[src/hdl/rhf_pkg.sv]
// Shared types, constants and the reciprocal table of the RGBA hole filler.
package rhf_pkg;

  localparam int unsigned MaxWidthDef = 2048;
  localparam int unsigned MaxHeight   = 4096;

  localparam int unsigned CfgWidthW  = 12;
  localparam int unsigned CfgHeightW = 13;
  localparam int unsigned CfgDataW   = 13;
  localparam int unsigned CfgIdxW    = 1;

  localparam logic [CfgWidthW-1:0]  WidthReset  = 12'd640;
  localparam logic [CfgHeightW-1:0] HeightReset = 13'd480;

  localparam logic [7:0] AlphaOpaque = 8'd255;
  localparam logic [7:0] AlphaHole   = 8'd0;

  // Sums of up to eight 8-bit samples and the count of opaque neighbors.
  localparam int unsigned SumW   = 11;
  localparam int unsigned CountW = 4;
  localparam int unsigned RecipW = 17;
  localparam int unsigned RecipShift = 16;
  localparam int unsigned ProdW  = SumW + RecipW;

  typedef enum logic [CfgIdxW-1:0] {
    CFG_FRAME_WIDTH  = 1'b0,
    CFG_FRAME_HEIGHT = 1'b1
  } cfg_idx_e;

  // Packed so that channel zero sits in the low byte.
  typedef struct packed {
    logic [7:0] alpha;
    logic [7:0] c2;
    logic [7:0] c1;
    logic [7:0] c0;
  } pixel_t;

  typedef struct packed {
    logic [SumW-1:0]   s0;
    logic [SumW-1:0]   s1;
    logic [SumW-1:0]   s2;
    logic [CountW-1:0] cnt;
    pixel_t            center;
  } win_sum_t;

  // Rounded-up 2^16 / n. For sums below 2048 the product shifted down by
  // 16 equals the truncated quotient for every n from 1 to 8.
  function automatic logic [RecipW-1:0] recip(input logic [CountW-1:0] n);
    logic [RecipW-1:0] r;
    case (n)
      4'd1:    r = 17'd65536;
      4'd2:    r = 17'd32768;
      4'd3:    r = 17'd21846;
      4'd4:    r = 17'd16384;
      4'd5:    r = 17'd13108;
      4'd6:    r = 17'd10923;
      4'd7:    r = 17'd9363;
      4'd8:    r = 17'd8192;
      default: r = '0;
    endcase
    return r;
  endfunction

endpackage

[src/hdl/rhf_window.sv]
// 3x3 pixel window with registered masked sums over its opaque pixels.
module rhf_window (
  input  logic              clk_i,
  input  logic              rst_ni,
  input  logic              shift_i,
  input  rhf_pkg::pixel_t   upper_i,
  input  rhf_pkg::pixel_t   middle_i,
  input  rhf_pkg::pixel_t   lower_i,
  output rhf_pkg::win_sum_t sum_o
);
  import rhf_pkg::*;

  pixel_t   win_q [3][3];
  pixel_t   win_d [3][3];
  win_sum_t sum_d;
  win_sum_t sum_q;

  always_comb begin
    for (int r = 0; r < 3; r++) begin
      win_d[r][0] = win_q[r][1];
      win_d[r][1] = win_q[r][2];
    end
    win_d[0][2] = upper_i;
    win_d[1][2] = middle_i;
    win_d[2][2] = lower_i;
  end

  always_comb begin
    sum_d = '0;
    for (int r = 0; r < 3; r++) begin
      for (int c = 0; c < 3; c++) begin
        if (win_d[r][c].alpha == AlphaOpaque) begin
          sum_d.s0  = sum_d.s0 + SumW'(win_d[r][c].c0);
          sum_d.s1  = sum_d.s1 + SumW'(win_d[r][c].c1);
          sum_d.s2  = sum_d.s2 + SumW'(win_d[r][c].c2);
          sum_d.cnt = sum_d.cnt + CountW'(1);
        end
      end
    end
    sum_d.center = win_d[1][1];
  end

  always_ff @(posedge clk_i or negedge rst_ni) begin
    if (!rst_ni) begin
      for (int r = 0; r < 3; r++) begin
        for (int c = 0; c < 3; c++) begin
          win_q[r][c] <= '0;
        end
      end
      sum_q <= '0;
    end else if (shift_i) begin
      for (int r = 0; r < 3; r++) begin
        for (int c = 0; c < 3; c++) begin
          win_q[r][c] <= win_d[r][c];
        end
      end
      sum_q <= sum_d;
    end
  end

  assign sum_o = sum_q;

endmodule

[config.mk]
export PLATFORM = sky130hd
export DESIGN_NAME = rhf_window
export DESIGN_NICKNAME = d
export VERILOG_FILES = /design/src/hdl/rhf_pkg.sv /design/src/hdl/rhf_window.sv
export SDC_FILE = /design/constraint.sdc
export NUM_CORES = 1
export LEC_CHECK = 0
export BUFFER_PORTS_ARGS = -buffer_cell sky130_fd_sc_hd__buf_4
export CAP_MARGIN = 40
export CORE_MARGIN = 3
export CORE_UTILIZATION = 60
export DETAILED_ROUTE_END_ITERATION = 7
export HOLD_SLACK_MARGIN = 0.06
export MAX_ROUTING_LAYER = met4
export PLACE_DENSITY = 0.84
export SYNTH_ARGS = -nofsm -noshare
export SYNTH_HDL_FRONTEND = slang
export SYNTH_SLANG_ARGS = --single-unit
export TNS_END_PERCENT = 50
[constraint.sdc]
create_clock -name clk_i -period 12.85 [get_ports clk_i]
set_input_delay 1.9275 -clock clk_i [delete_from_list [all_inputs] [get_ports clk_i]]
set_output_delay 1.9275 -clock clk_i [all_outputs]
set_load 0.01 [all_outputs]
==> results.py, run 1 <==
metrics = {
    "power": {
        "pwr_density_cell_nw_per_um2": 92.4,
        "ir_worst_vdd_uv": 121,
        "p_leak_nw": 11.1,
    },
    "yosys": {
        "yosysTopAreaCell": "dfrtp_1",
        "synthDistinctLibCells": 82,
        "synth_top_area_share_pct": 27.7,
        "yosysWarningCount": 0,
        "synth_ff_type": "dfrtp_1",
        "synthesis.area_um2": 20700,
        "syn-num-nets": 2558,
        "synth.top_cells.by_area": "dfrtp_1, mux2_2, ha_1, xnor2_1, o21ai_0",
        "async_flop_share_pct": 100,
        "ys_seq_elements": 229,
        "synth_edf_count": 0,
        "yosysSeqAreaShare_pct": 27.7,
        "syn_area_per_cell_um2": 9.28,
        "synthCells": 2233,
    },
    "critical_path": {
        "rr_startpoint": "win_d[286]",
        "worst-path-buf-inv": 4,
        "cp-start-kind": "register",
        "crit_path_frequent_cell": "ha_1",
        "setup.worst_path.end": "sum_o[57]",
        "critical-path-max-stage-delay_ns": 0.53,
        "crit_start": "win_d[286]",
        "rr_worst_depth": 46,
        "timing.rr.end": "sum_o[57]",
        "crit_fanout": 30,
        "cp_num_cells": 46,
        "cpLargestDelayFamily": "compound AO/OA/AOI/OAI gates",
        "worst-r2r-setup-slack_ns": 2.23,
        "critPathCaptureType": "register",
        "criticalPathCategory": "reg -> reg",
        "arrival_ns": 11.07,
        "required_ns": 13.29,
        "slowest_stage": "fa_1",
    },
    "cts": {
        "cts.clk_slew.worst_paths_ns": 0.06,
        "clock_path_buffers": 3,
        "cts_sinks": 229,
        "cts_tree": "built",
        "hold_buffers": 0,
        "cts_resized": 0,
        "clockRootBuffer": "clkbuf_16",
        "numCtsBuffers": 28,
        "postCtsSetupRepairBufs": 0,
        "clock_latency_ns": 0.57,
        "htree_num_levels": 1,
    },
    "sta": {
        "setup_viol": 0,
        "fmax_mhz": 94.1,
        "drv_slew": 0,
        "hold_viol_final": 0,
        "finalCritPeriodShare_pct": 82.7,
        "hold_ws_ns": 0.502,
        "relSlewSlack_pct": 40.2,
        "finalWorstSetupSlack_ns": 2.23,
        "post-route-min-period_ns": 10.62,
        "worst_pin_slew_ns": 0.898,
        "rsz0062_at_grt": "false",
        "setup_tns_ns": 0,
        "fin_worst_skew_ns": 0.0190,
    },
    "placed_design": {
        "post-dp-hpwl_um": 39100,
        "port_buffers": 167,
        "gp_congestion": 0.922,
        "placed_cell_area_um2": 22200,
        "dp_slack_ns": 2.41,
    },
    "routing": {
        "vias": 17233,
        "routedWlPerCell_um": 18.7,
        "drc_errors": 0,
        "vias_per_cell": 6.13,
        "firstDrtPassIters": 5,
        "postRouteWirelength_um": 52600,
        "ant_nets": 0,
        "drt-initial-drc-count": 1056,
    },
    "global_route": {
        "grt_first_pass_wirelength_um": 85800,
        "antenna_found_initial": 2,
        "grt.total_usage_pct": 29.1,
        "grt_max_degree": 124,
        "gr-total-overflow": 0,
        "grt_pass1_vias": 17357,
    },
    "worst_hold_path": {
        "min_path_type": "reg -> reg",
    },
    "layout": {
        "nets": 2663,
        "area_growth_pct": 12.0,
        "fill_cells": 2555,
        "fin_area_um2": 23200,
        "drive_gt1_share_pct": 22.7,
    },
    "job": {
        "cap_violations": 0,
    },
    "floorplan": {
        "io_pins": 168,
        "design.die.area_um2": 36800,
        "start_util_pct": 61.3,
        "rows": 67,
        "core-area_um2": 33800,
        "die_height_um": 192,
        "die_w_um": 192,
    },
    "outcome": {
        "status": "finished, final reports clean",
    },
}
synth_stat cells, types with 16 or more instances:
master	n
ha_1	202
nor2_1	169
fa_1	24
o21ai_0	140
buf_4	32
clkbuf_1	66
o21a_1	53
a21oi_1	129
dfrtp_1	229
xnor2_1	95
o31ai_1	21
inv_1	127
nand2_1	140
xor2_1	38
mux2i_1	20
nand4_1	20
o21bai_1	19
nor2b_1	30
or2_2	16
a31oi_1	21
and2_1	27
a21o_1	71
nand3_1	29
a211oi_1	25
mux2_4	24
nor3_1	31
mux2_2	226
state kept, by name (all words and copies together) (netlist names):
name	cells
sum_d	32
sum_o	45
win_d	152
area by class of cell:
cell class | instances | area, um^2 | area share (%)
clock buffer | 34 | 753 | 3.25
inverter | 129 | 487 | 2.10
multi-input combinational | 1766 | 14000 | 60.2
timing repair buffer | 184 | 1450 | 6.27
tap | 448 | 561 | 2.42
sequential | 229 | 5730 | 24.7
antenna | 2 | 5.00 | 0.0216
clock inverter | 18 | 249 | 1.07
metrics by stage:
| stage | utilization (%) | power (mW) | std cells |
|---|---|---|---|
| finish | 68.7 | 2.14 | 2810 |
| detailed placement | 65.7 | 1.29 | 2755 |
| CTS | 68.7 | 2.15 | 2807 |
| global placement | 65.4 | 1.26 | 2752 |
| floorplan | - | 1.15 | 2233 |
| global route | 68.7 | 2.24 | 2810 |
where the power goes:
| group | total, mW | switching (mW) | leakage [nW] | internal, mW |
|---|---|---|---|---|
| Clock | 0.861 | 0.341 | 0.485 | 0.521 |
| Sequential | 0.868 | 0.0663 | 2.75 | 0.801 |
| Combinational | 0.415 | 0.206 | 7.90 | 0.209 |
| Total | 2.14 | 0.613 | 11.1 | 1.53 |
how the worst min path moves through the flow:
stage / start / to / slack, ns / cells past startpoint
after floorplan: win_d[256] / win_d[256] / 0.47 / 1
after global placement: win_d[256] / win_d[256] / 0.48 / 1
after detailed placement: win_d[279] / win_d[279] / 0.49 / 1
after CTS: win_d[279] / win_d[279] / 0.50 / 1
after global routing: win_d[279] / win_d[279] / 0.51 / 1
final: win_d[272] / win_d[272] / 0.50 / 1
cell usage in the layout, fill, tap and decap left out, drive strengths merged, types with 27 or more instances in the layout:
cell type,count
nand3,29
a21o,71
o21a,53
a21oi,131
inv,130
xnor2,101
and2,27
nor2b,30
nand2,140
nor2,173
xor2,39
dfrtp,229
o21ai,145
buf,184
ha,202
mux2,250
clkbuf,34
nor3,31
cell families after synthesis:
group	Yosys count	synth area share, %
compound gates	591	18.8
xor+xnor	145	6.72
fa+ha+maj	226	14.5
buf+inv	238	4.95
flops	229	27.7
mux	270	15.0
simple gates	534	12.4
per-layer routing:
metal / vias to the layer above / part of all wire [%] / GRT usage [%]
li1: 8227 / - / -
met1: 8423 / 45 / 38.4
met2: 506 / 47 / 47.8
met3: 77 / 5.7 / 3.80
met4: 0 / 2.2 / 7.08
met5: - / 0 / -
Note: power is estimated with default switching activity, not from simulation.
==> inputs of run 2 (changes only) <==
clock period = 10.2 ns   (was 12.85 ns; I/O delays follow)
==> results.py, run 2 (synthesis gave the netlist of run 1 again) <==
metrics = {
    "outcome": {
        "status": "finished, final reports clean",
    },
    "layout": {
        "multiInputGateArea_um2": 14200,
        "final_cells": 2823,
        "largest_reg_flops": 152,
        "drive_gt1_share_pct": 24.1,
        "nets": 2675,
        "seqCellArea_um2": 5730,
        "fill_cells": 2538,
        "mostFrequentLayoutCells": "dfrtp_1, mux2_2, ha_1",
        "area_growth_pct": 13.5,
        "final_common_cell": "dfrtp_1",
    },
    "critical_path": {
        "critPathCaptureType": "register",
        "criticalPathCategory": "reg -> reg",
        "crit_start": "win_d[282]",
        "setup.worst_path.end": "sum_o[46]",
        "worst-r2r-setup-slack_ns": 0.41,
        "crit_path_frequent_cell": "ha_1",
        "rr_startpoint": "win_d[282]",
        "rr_worst_depth": 45,
        "cp-start-kind": "register",
        "crit_fanout": 16,
        "timing.rr.end": "sum_o[46]",
        "required_ns": 10.67,
        "critical-path-max-stage-delay_ns": 0.48,
        "arrival_ns": 10.26,
        "slowest_stage": "fa_1",
    },
    "sta": {
        "setup_viol": 0,
        "hold_viol_final": 0,
        "fin_worst_skew_ns": 0.0187,
        "drv_slew": 0,
        "rsz0062_at_grt": "true",
        "fmax_mhz": 102,
        "relSlewSlack_pct": 44.7,
        "finalCritPeriodShare_pct": 96.0,
        "setup_tns_ns": 0,
        "post-route-min-period_ns": 9.79,
        "finalWorstSetupSlack_ns": 0.409,
        "worst_pin_slew_ns": 0.830,
    },
    "cts": {
        "numCtsBuffers": 27,
        "cts_tree": "built",
        "clock_latency_ns": 0.56,
        "cts_sinks": 229,
        "clockRootBuffer": "clkbuf_16",
        "htree_num_levels": 1,
        "clock_path_buffers": 3,
        "cts.clk_slew.worst_paths_ns": 0.06,
    },
    "routing": {
        "vias_per_cell": 6.13,
        "drt-initial-drc-count": 1078,
        "vias": 17309,
        "routedWlPerCell_um": 18.8,
        "firstDrtPassIters": 7,
        "postRouteWirelength_um": 53000,
        "drc_errors": 0,
        "ant_nets": 0,
    },
    "global_route": {
        "gr-total-overflow": 0,
        "grt.total_usage_pct": 29.6,
        "grt_pass1_vias": 17493,
        "grt_max_degree": 107,
        "grt_first_pass_wirelength_um": 87400,
        "antenna_found_initial": 4,
    },
    "power": {
        "internal-power_mw": 1.97,
        "pwr_density_cell_nw_per_um2": 116,
        "ir_worst_vdd_uv": 123,
        "clkPwrFrac_pct": 40.3,
        "combPwrFrac_pct": 19.5,
        "pwr-share-seq_pct": 40.2,
        "swShare_pct": 27.7,
        "p_switching_uw": 755,
        "p_leak_nw": 11.2,
    },
    "worst_hold_path": {
        "hold_path_depth": 1,
        "min_path_type": "reg -> reg",
    },
    "floorplan": {
        "start_util_pct": 61.3,
        "io_pins": 168,
        "die_w_um": 192,
        "die_height_um": 192,
        "core-area_um2": 33800,
        "rows": 67,
        "design.die.area_um2": 36800,
    },
    "placed_design": {
        "port_buffers": 167,
        "dp.cells": 2762,
        "gp_congestion": 0.915,
        "post-dp-hpwl_um": 39800,
        "dp_slack_ns": 0.0712,
    },
    "job": {
        "cap_violations": 0,
    },
}
run 2: cell count changes in the layout (fill, tap and decap cells not counted), moves of 4 or more:
cell,delta
clkbuf_1,+4
o21ai_0,-14
a21oi_1,-5
a21boi_2,+4
buf_4,+12
a21boi_0,-6
o21ai_1,+10
ha_1,-4
a21oi_2,+5
run 2: area by class of cell:
class	instances	area share, %
Antenna cell	4	0.0426
Clock buffer	38	3.22
Clock inverter	12	1.04
Inverter	129	2.07
Multi-Input combinational cell	1766	60.2
Sequential cell	229	24.4
Tap cell	448	2.39
Timing Repair Buffer	197	6.63
run 2: worst min-delay path by stage:
stage / from / to / slack [ns]
6_report: win_d[256] / win_d[256] / 0.50
5_1_grt: win_d[256] / win_d[256] / 0.51
4_1_cts: sum_o[33] / sum_o[33] / 0.50
3_5_place_dp: sum_o[33] / sum_o[33] / 0.49
3_3_place_gp: sum_o[33] / sum_o[33] / 0.48
2_1_floorplan: win_d[256] / win_d[256] / 0.47
run 2: critical path: cells and delay by family (launching register included):
family          cells  cell delay, ns
compound gates     21            3.89
xor+xnor            2            0.33
fa+ha+maj           9            2.98
buf+inv             3            0.30
flops               1            0.39
mux                 2            0.58
simple gates        8            1.25
run 2: power by group through the flow:
stage	Sequential, mW	Clock (mW)	Combinational, mW
6_report	1.10	1.10	0.531
3_5_place_dp	1.11	0	0.517
2_1_floorplan	1.08	0	0.371
4_1_cts	1.09	1.11	0.522
5_1_grt	1.11	1.15	0.587
3_3_place_gp	1.10	0	0.485
run 2: metrics by stage:
| step | power [mW] | util [%] | hold WS, ns | area [um^2] |
|---|---|---|---|---|
| 6_report | 2.73 | 69.6 | 0.501 | 23500 |
| 5_1_grt | 2.85 | 69.6 | 0.509 | 23500 |
| 4_1_cts | 2.73 | 68.8 | 0.501 | 23200 |
| 3_5_place_dp | 1.62 | 65.8 | 0.486 | 22200 |
| 3_3_place_gp | 1.59 | 65.6 | 0.480 | 22200 |
| 2_1_floorplan | 1.45 | - | 0.472 | 20700 |
run 2: repair_timing:
action	in CTS	in global routing
hold buffers	0	0
resized for setup	0	58
setup endpoints to repair	0	12
endpoints found under the hold margin	0	0
buffers inserted	0	7
run 2: routing by layer:
layer | GRT usage, % | vias to the layer above | wire length [um]
li1 | - | 8288 | -
met4 | 7.23 | 0 | 1220
met1 | 39.5 | 8447 | 23900
met2 | 48.1 | 487 | 25000
met3 | 3.67 | 87 | 2950
met5 | - | - | 0
