--- src/hdl/rhf_pkg.sv ---
// Shared types, constants and the reciprocal table of the RGBA hole filler.
package rhf_pkg;

  localparam int unsigned MaxWidthDef = 2048;
  localparam int unsigned MaxHeight   = 4096;

  localparam int unsigned CfgWidthW  = 12;
  localparam int unsigned CfgHeightW = 13;
  localparam int unsigned CfgDataW   = 13;
  localparam int unsigned CfgIdxW    = 1;

  localparam logic [CfgWidthW-1:0]  WidthReset  = 12'd640;
  localparam logic [CfgHeightW-1:0] HeightReset = 13'd480;

  localparam logic [7:0] AlphaOpaque = 8'd255;
  localparam logic [7:0] AlphaHole   = 8'd0;

  // Sums of up to eight 8-bit samples and the count of opaque neighbors.
  localparam int unsigned SumW   = 11;
  localparam int unsigned CountW = 4;
  localparam int unsigned RecipW = 17;
  localparam int unsigned RecipShift = 16;
  localparam int unsigned ProdW  = SumW + RecipW;

  typedef enum logic [CfgIdxW-1:0] {
    CFG_FRAME_WIDTH  = 1'b0,
    CFG_FRAME_HEIGHT = 1'b1
  } cfg_idx_e;

  // Packed so that channel zero sits in the low byte.
  typedef struct packed {
    logic [7:0] alpha;
    logic [7:0] c2;
    logic [7:0] c1;
    logic [7:0] c0;
  } pixel_t;

  typedef struct packed {
    logic [SumW-1:0]   s0;
    logic [SumW-1:0]   s1;
    logic [SumW-1:0]   s2;
    logic [CountW-1:0] cnt;
    pixel_t            center;
  } win_sum_t;

  // Rounded-up 2^16 / n. For sums below 2048 the product shifted down by
  // 16 equals the truncated quotient for every n from 1 to 8.
  function automatic logic [RecipW-1:0] recip(input logic [CountW-1:0] n);
    logic [RecipW-1:0] r;
    case (n)
      4'd1:    r = 17'd65536;
      4'd2:    r = 17'd32768;
      4'd3:    r = 17'd21846;
      4'd4:    r = 17'd16384;
      4'd5:    r = 17'd13108;
      4'd6:    r = 17'd10923;
      4'd7:    r = 17'd9363;
      4'd8:    r = 17'd8192;
      default: r = '0;
    endcase
    return r;
  endfunction

endpackage

--- src/hdl/rhf_mean_div.sv ---
// Per-channel mean by reciprocal multiply and the fill decision.
module rhf_mean_div (
  input  rhf_pkg::win_sum_t sum_i,
  input  logic              interior_i,
  output rhf_pkg::pixel_t   pix_o
);
  import rhf_pkg::*;

  logic [RecipW-1:0] rcp;
  logic [ProdW-1:0]  p0;
  logic [ProdW-1:0]  p1;
  logic [ProdW-1:0]  p2;
  logic              fill;

  assign rcp = recip(sum_i.cnt);
  assign p0  = ProdW'(sum_i.s0) * ProdW'(rcp);
  assign p1  = ProdW'(sum_i.s1) * ProdW'(rcp);
  assign p2  = ProdW'(sum_i.s2) * ProdW'(rcp);

  assign fill = interior_i && (sum_i.center.alpha == AlphaHole) && (sum_i.cnt != '0);

  always_comb begin
    if (fill) begin
      pix_o.c0    = p0[RecipShift +: 8];
      pix_o.c1    = p1[RecipShift +: 8];
      pix_o.c2    = p2[RecipShift +: 8];
      pix_o.alpha = AlphaOpaque;
    end else begin
      pix_o = sum_i.center;
    end
  end

endmodule

--- config.mk ---
export PLATFORM = sky130hd
export DESIGN_NAME = rhf_mean_div
export DESIGN_NICKNAME = d
export VERILOG_FILES = /design/src/hdl/rhf_pkg.sv /design/src/hdl/rhf_mean_div.sv
export SDC_FILE = /design/constraint.sdc
export NUM_CORES = 1
export LEC_CHECK = 0
export ABC_CLOCK_PERIOD_IN_PS = 11380
export BUFFER_PORTS_ARGS = -buffer_cell sky130_fd_sc_hd__buf_4
export CAP_MARGIN = 10
export CORE_AREA = 2 2 150 262
export DETAILED_ROUTE_END_ITERATION = 16
export DIE_AREA = 0 0 152 264
export PLACE_DENSITY_LB_ADDON = 0.2
export SLEW_MARGIN = 20
export SYNTH_ARGS = -nofsm -noshare
export SYNTH_HDL_FRONTEND = slang
export SYNTH_SLANG_ARGS = --single-unit
--- constraint.sdc ---
create_clock -name vclk -period 11.38
set_clock_uncertainty 0.1 [all_clocks]
set_input_delay 2.276 -clock vclk [all_inputs]
set_output_delay 2.276 -clock vclk [all_outputs]
set_load 0.02 [all_outputs]
==> impl_results.md, run 1 <==
* Status: finished clean
* DRC at 0
* Netlist Area Pre-Place at 15,000 um2
* Worst min-delay path class: in -> out
* Cell area after layout at 16,400 um2
* Post-synthesis net count at 2,339
* Via density at 4.90
* Slew headroom at 45.4%
* Post_cts resized at 0
* Dpl hpwl at roughly 38,000 um
* Post-CTS Repair Setup Buffers at 0
* Final wirelength at 42,000 um
* Port Buffer Count at about 100
* Crit Path Max Fanout at 22
* P_leak at 9.15 nW
* RSZ-0062 raised after global routing: no
* Initial antenna violation count at 0
* Largest net degree at the start of global routing at 52
* NetSw at 0.389 mW
* Sequential-to-total area share from yosys stat at 0%
* Peak VDD IR at 27.5 uV
* Layout cells sized above 1 at 8.06%
* DRT Pass-1 Iters at 5
* Synth top area cells: fa_1 51%, inv_1 13%, ha_1 12%
* Worst endpoint data arrival time at 8.53 ns
* Total negative slack at 0 ns
* Final setup fails at 0
* Synth warn at 0
* Die boundary height at 264 um
* CP Class: in -> out
* FF/Latch Area at 0 um2
* Hold Fails Final Rpt at 0
* Tcrit/Tclk final at 95.9%
* Area of the core at about 38,000 um2
* Seq cells at 0
* Int Pwr at 0.276 mW
* Max Fclk at 91.7 MHz
* Clock power frac at 0%
* Final ANT Viol Nets at 0
* Pwr Density at 40.7 nW/um2
* Final Critical Period at roughly 11 ns
* Iteration-0 DRC Markers at 405
* # diodes at 0
* Routed WL per cell at 18.4 um
* Clk_buf instances at 0
* Area share of the largest cell type after synthesis at 51.1%
* Placed Area at 16,400 um2
* First-pass GRT wire length at 67,900 um
* FP Rows at 95
* Type of origin of the critical path: input port
* Most used cell along the critical path: fa_1
* Slew Limit Fails at 0
* Power share of the sequential group at 0%
* Synth area leader: fa_1
* Layout area overhead at 8.92%
* GRT Util Overall at 21.8%
* Total number of vias at 11,200
* Post-Synthesis Cells at 1,742
* CP max-delay cell: fa_1
* Full die area at 40,100 um2
* Overall Power at 0.666 mW
* Synthesized area per cell at 8.63 um2
* Starting density of the core at roughly two fifths
* Number of distinct library cells after synthesis at 52
* Critical Path Sink Type: output port
* Die Wd at 152 um
* Crit path largest cell delay at 0.57 ns
* Total grt overflow at 0
* Worst slew pin tran at 0.819 ns
* Net count, final at 2,397
* Vias in the first global route at between 10,000 and 15,000
* Net Sw Frac at 58.5%
* WP data required at about 9 ns
* Top-count cell post-synth: inv_1
* Hold_buf cts at 0
* Placer Congestion at roughly 0.9
* Post-synth top cells: 531 x inv_1, 384 x fa_1, 261 x nand2_1
* Max-cap violation count at 0
* Number of I/O pins at 102
* Combinational power share at 100.0%
==> power by group through the flow <==
stage / registers [mW] / clock network [mW] / logic, mW
3_3_place_gp: 0 / 0 / 0.666
2_1_floorplan: 0 / 0 / 0.474
3_5_place_dp: 0 / 0 / 0.674
5_1_grt: 0 / 0 / 0.775
4_1_cts: 0 / 0 / 0.682
6_report: 0 / 0 / 0.666
==> worst paths after layout <==
kind | from | to | depth (start not counted)
worst min-delay path | sum_i[31] | pix_o[31] | 3
worst max-delay path | sum_i[33] | pix_o[7] | 25
==> critical path, delay by kind of cell <==
kind / cells / cell delay [ns]
buf+inv: 7 / 0.87
compound gates: 7 / 1.72
fa+ha+maj: 7 / 3.05
simple gates: 4 / 0.60
==> final cells by class <==
| cell class | instances | area, um2 |
|---|---|---|
| Inverter | 531 | 1990 |
| Multi-Input combinational cell | 1142 | 12800 |
| Fill cell | 3869 | 21800 |
| Timing Repair Buffer | 125 | 963 |
| Tap cell | 485 | 607 |
==> metal layers <==
layer / wire length (um) / track usage, % / share of wire, %
met1: 13600 / 21.3 / 32
met2: 23800 / 43.4 / 57
met3: 1000 / 1.12 / 2.4
met4: 3550 / 14.2 / 8.5
met5: 0 / 0 / 0
==> layout by cell type, fill, tap and decap left out, types with 4 or more instances in the layout <==
master / count
a21oi_1: 21
and2_1: 120
and3_1: 16
buf_4: 123
fa_1: 384
ha_1: 143
inv_1: 531
nand2_1: 261
nand2b_1: 15
nand3_1: 4
nand4_1: 4
nand4b_1: 4
nor2_1: 18
nor3_1: 4
o21a_1: 4
o21ai_0: 39
o31ai_1: 4
xnor2_1: 33
xor2_1: 13
==> stage by stage <==
stage          worst slack, ns  hold WS [ns]  instances  utilization (%)
2_1_floorplan            0.786          4.63       1742                -
5_1_grt                 0.0387          4.77       2283             42.9
4_1_cts                  0.304          4.75       2283             42.9
3_5_place_dp             0.330          4.75       2283             42.9
6_report                 0.471          4.75       2283             42.9
3_3_place_gp             0.421          4.75       2283             42.9
==> logic make-up (layout without fill, tap and decap cells) <==
| family | after synthesis | in the layout | share of synthesized area [%] |
|---|---|---|---|
| buffers and inverters | 600 | 656 | 15.0 |
| XOR/XNOR | 46 | 46 | 2.68 |
| multiplexers | 2 | 2 | 0.150 |
| AO/OA/AOI/OAI | 102 | 102 | 4.34 |
| adder cells (fa/ha/maj) | 527 | 527 | 63.1 |
| AND/OR/NAND/NOR | 465 | 465 | 14.7 |
No activity file was read; power rests on OpenSTA's default activity.
==> inputs of run 2 (changes only) <==
--- a/config.mk
+++ b/config.mk
@@ -8,9 +8,9 @@
 export ABC_CLOCK_PERIOD_IN_PS = 11380
 export BUFFER_PORTS_ARGS = -buffer_cell sky130_fd_sc_hd__buf_4
 export CAP_MARGIN = 10
-export CORE_AREA = 2 2 150 262
+export CORE_AREA = 5 5 153 265
 export DETAILED_ROUTE_END_ITERATION = 16
-export DIE_AREA = 0 0 152 264
+export DIE_AREA = 0 0 158 270
 export PLACE_DENSITY_LB_ADDON = 0.2
 export SLEW_MARGIN = 20
 export SYNTH_ARGS = -nofsm -noshare
==> constraint.sdc (replaced) <==
create_clock -name vclk -period 11.38
set_clock_uncertainty 0.1 [all_clocks]
set_input_delay 1.138 -clock vclk [all_inputs]
set_output_delay 1.138 -clock vclk [all_outputs]
set_load 0.005 [all_outputs]
==> impl_results.md, run 2 (same netlist as run 1, synthesis figures left out) <==
* CP Class: in -> out
* Port Buffer Count at 102 (unchanged)
* DRT Pass-1 Iters at 4 (-1)
* DRC at 0 (unchanged)
* Via density at 4.97 (+1.5%)
* Clk_buf instances at 0 (unchanged)
* Layout cells sized above 1 at 7.55% (-0.51 points)
* Final ANT Viol Nets at 0 (unchanged)
* Layout area overhead at 8.30%
* Commonest non-fill, non-tap cell in the layout: inv_1
* NetSw at 0.382 mW (-2.0%)
* Full die area at 42,700 um2 (+6.3%)
* P_leak at 9.10 nW (-0.63%)
* Routed WL per cell at 18.7 um (+1.6%)
* Final setup fails at 0 (unchanged)
* Max-cap violation count at 0 (unchanged)
* Worst endpoint data arrival time at 7.87 ns (-0.66 ns)
* Initial antenna violation count at 1 (+1)
* Crit Path Max Fanout at 22 (unchanged)
* Seq cells at 0 (unchanged)
* Number of I/O pins at 102 (unchanged)
* Max Fclk at 110 MHz (+20%)
* Net Sw Frac at 58.2% (-0.28 points)
* Most frequent cells in the layout: 531 x inv_1, 384 x fa_1, 261 x nand2_1, 143 x ha_1, 120 x and2_1
* Net count, final at 2,387 (-0.42%)
* Hold_buf cts at 0 (unchanged)
* Peak VDD IR at 21.8 uV (-21%)
* Hold Fails Final Rpt at 0 (unchanged)
* Slew Limit Fails at 0 (unchanged)
* First-pass GRT wire length at 69,600 um (+2.5%)
* Placer Congestion at 0.916 (-0.22%)
* Status: finished clean
* Pwr Density at 40.3 nW/um2 (-0.93%)
* Power share of the sequential group at 0% (unchanged)
* RSZ-0062 raised after global routing: no
* Critical Path Sink Type: output port
* Total grt overflow at 0 (unchanged)
* Int Pwr at 0.274 mW (-0.84%)
* Total negative slack at 0 ns (unchanged)
* Post-CTS Repair Setup Buffers at 0 (unchanged)
* Iteration-0 DRC Markers at 413 (+2.0%)
* WP data required at 10.14 ns (+1.14 ns)
* Tcrit/Tclk final at 80.0% (-16 points)
* DP Worst Slack at 2.23 ns (+1.90 ns)
* Type of origin of the critical path: input port
* Largest net degree at the start of global routing at 52 (unchanged)
* Final Critical Period at 9.11 ns (-1.80 ns)
* FP Rows at 95 (unchanged)
* FF/Latch Area at 0 um2 (unchanged)
* Die boundary height at 270 um (+2.3%)
* Slew headroom at 43.7% (-1.7 points)
* Final WS setup at 2.27 ns (+1.80 ns)
* Dpl hpwl at 37,700 um (about the same)
* Worst min-delay path class: in -> out
* Die Wd at 158 um (+3.9%)
* Vias in the first global route at 13,200 (+1.6%)
* Worst slew pin tran at 0.844 ns (+0.0252 ns)
* Final wirelength at 42,500 um (+1.2%)
* Clock power frac at 0% (unchanged)
* Starting density of the core at 39.4% (unchanged)
* Area of the core at 38,200 um2 (unchanged)
* GRT Util Overall at 20.9% (-0.82 points)
* Combinational power share at 100.0% (about the same)
* Total number of vias at 11,300 (+1.1%)
* Post_cts resized at 0 (unchanged)
## run 2: cell count changes in the layout (fill, tap and decap cells not counted), sizes merged
cell,before,now
diode,0,1
buf,125,115
## run 2: power groups by stage
stage                     sequential [mW]    clock [mW]  combinational [mW]
after floorplan                         0             0               0.467
after global placement                  0             0               0.657
after detailed placement                0             0               0.663
after CTS                               0             0               0.673
after global routing                    0             0               0.768
final                                   0  0.0000000118               0.656
## run 2: final timing paths
path / startpoint / to / slack (ns) / cells after the start
max: sum_i[32] / pix_o[7] / 2.27 / 25
min: sum_i[24] / pix_o[24] / 2.44 / 3
## run 2: stage by stage
stage	total power [mW]	hold slack, ns	cells	area [um2]	util (%)
final	0.656	2.44	2274	16300	42.7
after global routing	0.768	2.46	2273	16300	42.7
after CTS	0.673	2.44	2273	16300	42.7
after detailed placement	0.663	2.44	2273	16300	42.7
after global placement	0.657	2.44	2273	16300	42.7
after floorplan	0.467	2.27	1742	15000	-
## run 2: final cells by class
| type | instances | area, um2 |
|---|---|---|
| diodes | 1 | 2.50 |
| fillers | 3897 | 21900 |
| inverters | 531 | 1990 |
| multi-input cells | 1142 | 12800 |
| well taps | 485 | 607 |
| repair buffers | 115 | 876 |
## run 2: metal layers
layer,global-route usage (%),wire (um),up-vias
met5,0,0,-
met4,10.9,3120,0
met3,1.28,1010,133
met2,41.4,24400,254
met1,21.3,14000,5825
li1,-,-,5096
## run 2: worst max-delay path, stage by stage
cell and delay, ns:
buf_4 0.13, inv_1 0.09, ha_1 0.33, inv_1 0.13, nor2_2 0.51, buf_4 0.41, nand2_1 0.19, fa_1 0.45
fa_1 0.62, inv_1 0.08, fa_1 0.50, fa_1 0.49, inv_1 0.05, fa_1 0.47, inv_1 0.04, ha_1 0.28
nand3_1 0.08, nor2_1 0.22, o2111ai_1 0.26, a31o_2 0.33, a21o_1 0.21, a2111oi_2 0.39, o21ai_0 0.14, a31oi_1 0.17
buf_4 0.13
==> inputs of run 3 (changes only) <==
--- a/config.mk
+++ b/config.mk
@@ -5,7 +5,7 @@
 export SDC_FILE = /design/constraint.sdc
 export NUM_CORES = 1
 export LEC_CHECK = 0
-export ABC_CLOCK_PERIOD_IN_PS = 11380
+export ABC_CLOCK_PERIOD_IN_PS = 7470
 export BUFFER_PORTS_ARGS = -buffer_cell sky130_fd_sc_hd__buf_4
 export CAP_MARGIN = 10
 export CORE_AREA = 5 5 153 265
==> constraint.sdc (replaced) <==
create_clock -name vclk -period 7.47
set_clock_uncertainty 0.1 [all_clocks]
set_input_delay 0.747 -clock vclk [all_inputs]
set_output_delay 0.747 -clock vclk [all_outputs]
set_load 0.005 [all_outputs]
==> impl_results.md, run 3 (same netlist as run 1, synthesis figures left out) <==
* Pwr Density at 62.7 nW/um2 (+56%)
* Placer Congestion at 0.938 (+2.4%)
* Die Wd at 158 um (unchanged)
* Cell area after layout at 17,600 um2 (+8.0%)
* Final ANT Viol Nets at 0 (unchanged)
* Worst slew pin tran at 0.489 ns (-0.356 ns)
* Type of origin of the critical path: input port
* Final setup fails at 0 (unchanged)
* Final core occ at 46.1% (+3.4 points)
* DRT Pass-1 Iters at 5 (+1)
* Layout area overhead at 16.9%
* Vias in the first global route at 13,200 (+0.12%)
* Hold path endpoint: pix_o[18]
* Most frequent cells in the layout: 520 x inv_1, 374 x fa_1, 252 x nand2_1, 193 x buf_4, 133 x ha_1
* Seq cells at 0 (unchanged)
* # diodes at 0 (-1)
* Initial antenna violation count at 0 (-1)
* Worst endpoint data arrival time at 6.41 ns (-1.46 ns)
* First-pass GRT wire length at 69,600 um (about the same)
* Total grt overflow at 0 (unchanged)
* Overall Power at 1.10 mW (+68%)
* Top routing layer in use: met4
* Port Buffer Count at 102 (unchanged)
* Hold Fails Final Rpt at 0 (unchanged)
* Final wirelength at 43,100 um (+1.4%)
* Number of I/O pins at 102 (unchanged)
* Hold_buf cts at 0 (unchanged)
* FP Rows at 95 (unchanged)
* Met1 WL at 14,200 um (+1.6%)
* Hold Crit Start: sum_i[18]
* Tcrit/Tclk final at 97.1%
* Status: finished clean
* GRT Util Overall at 20.9% (about the same)
* Worst min-delay path class: in -> out
* Starting density of the core at 39.4% (unchanged)
* CP Class: in -> out
* Metal3 WL at 1110 um (+9.3%)
* Area of the core at 38,200 um2 (unchanged)
* Placed Area at 17,000 um2 (+4.6%)
* Via density at 4.85 (-2.4%)
* Slew headroom at 66.6% (+23 points)
* Full die area at 42,700 um2 (unchanged)
* Dpl hpwl at 38,900 um (+3.3%)
* Die boundary height at 270 um (unchanged)
* WP data required at 6.62 ns (-3.52 ns)
* Routed WL per cell at 18.1 um (-2.9%)
* DRC at 0 (unchanged)
* Total number of vias at 11,500 (+1.9%)
* FF/Latch Area at 0 um2 (unchanged)
* WL met2 at 24,900 um (+2.0%)
* P_leak at 9.66 nW (+6.3%)
* WHS Path Cells at 4 (+1)
* Clk_buf instances at 0 (unchanged)
* Largest net degree at the start of global routing at 52 (unchanged)
* Max Fclk at 138 MHz
* Peak VDD IR at 38.8 uV (+78%)
* Iteration-0 DRC Markers at 387 (-6.3%)
* Crit Path Max Fanout at 12 (-45%)
* Critical Path Sink Type: output port
* Final Critical Period at 7.26 ns
* Max-cap violation count at 0 (unchanged)
* Net count, final at 2,488 (+4.2%)
* Slew Limit Fails at 0 (unchanged)
* Commonest non-fill, non-tap cell in the layout: inv_1
* Layout cells sized above 1 at 16.1% (+8.6 points)
## run 3: cell count changes in the layout (fill, tap and decap cells not counted), moves of 9 or more
cell | before | now
buf_4 | 114 | 193
buf_6 | 0 | 14
fa_1 | 384 | 374
fa_2 | 0 | 10
ha_1 | 143 | 133
ha_4 | 0 | 10
inv_1 | 531 | 520
inv_2 | 0 | 9
nand2_1 | 261 | 252
## run 3: repair_timing
item                                    4_1_cts  5_1_grt
gates resized for setup                       6      110
pin swaps                                     0       39
setup buffers                                 0       13
cloned                                        0        2
endpoints found under the setup margin        7       17
## run 3: power breakdown
| group | switching (mW) | leakage (nW) | internal, mW | total, mW |
|---|---|---|---|---|
| Combinational | 0.624 | 9.66 | 0.478 | 1.10 |
| Sequential | 0 | 0 | 0 | 0 |
| Clock | 0 | 0 | 0 | 0 |
## run 3: metal layers
layer  GRT usage, %  up-vias
met5              0        -
met4           9.37        0
met3           1.19      120
met2           41.2      248
met1           22.1     5855
li1               -     5295
## run 3: critical path: stages
cell	delay (ns)
buf_4	0.17
nand2b_4	0.19
a21oi_4	0.23
buf_12	0.14
buf_4	0.11
buf_4	0.12
nand2_1	0.08
fa_1	0.51
inv_1	0.07
fa_1	0.46
fa_1	0.49
fa_1	0.49
inv_1	0.05
fa_1	0.48
inv_1	0.07
ha_4	0.28
nand3_2	0.09
nor2_4	0.13
o2111ai_2	0.15
a31o_4	0.27
a21o_1	0.21
a2111oi_4	0.39
buf_4	0.17
buf_4	0.09
o31ai_1	0.06
buf_4	0.15
## run 3: how the worst max path moves through the flow
stage | from | slack (ns) | to | depth (start not counted)
final | sum_i[34] | 0.21 | pix_o[6] | 26
after global routing | sum_i[33] | -0.04 | pix_o[7] | 24
after CTS | sum_i[33] | -0.01 | pix_o[13] | 28
after detailed placement | sum_i[33] | -0.13 | pix_o[7] | 28
after global placement | sum_i[33] | -0.04 | pix_o[13] | 26
after floorplan | sum_i[32] | 0.23 | pix_o[15] | 23
## run 3: final cells by class
type               instances  area (um2)
fillers                 3793       20600
multi-input cells       1142       13200
repair buffers           216        1790
inverters                531        2000
well taps                485         607
## run 3: stage by stage
step / setup slack [ns] / TNS [ns] / hold slack (ns) / std cells
global route: -0.0405 / -0.0929 / 1.68 / 2374
floorplan: 0.234 / 0 / 1.48 / 1742
detailed placement: -0.128 / -0.381 / 1.66 / 2360
global placement: -0.0355 / -0.0600 / 1.66 / 2360
CTS: -0.0119 / -0.0119 / 1.66 / 2360
finish: 0.214 / 0 / 1.66 / 2374
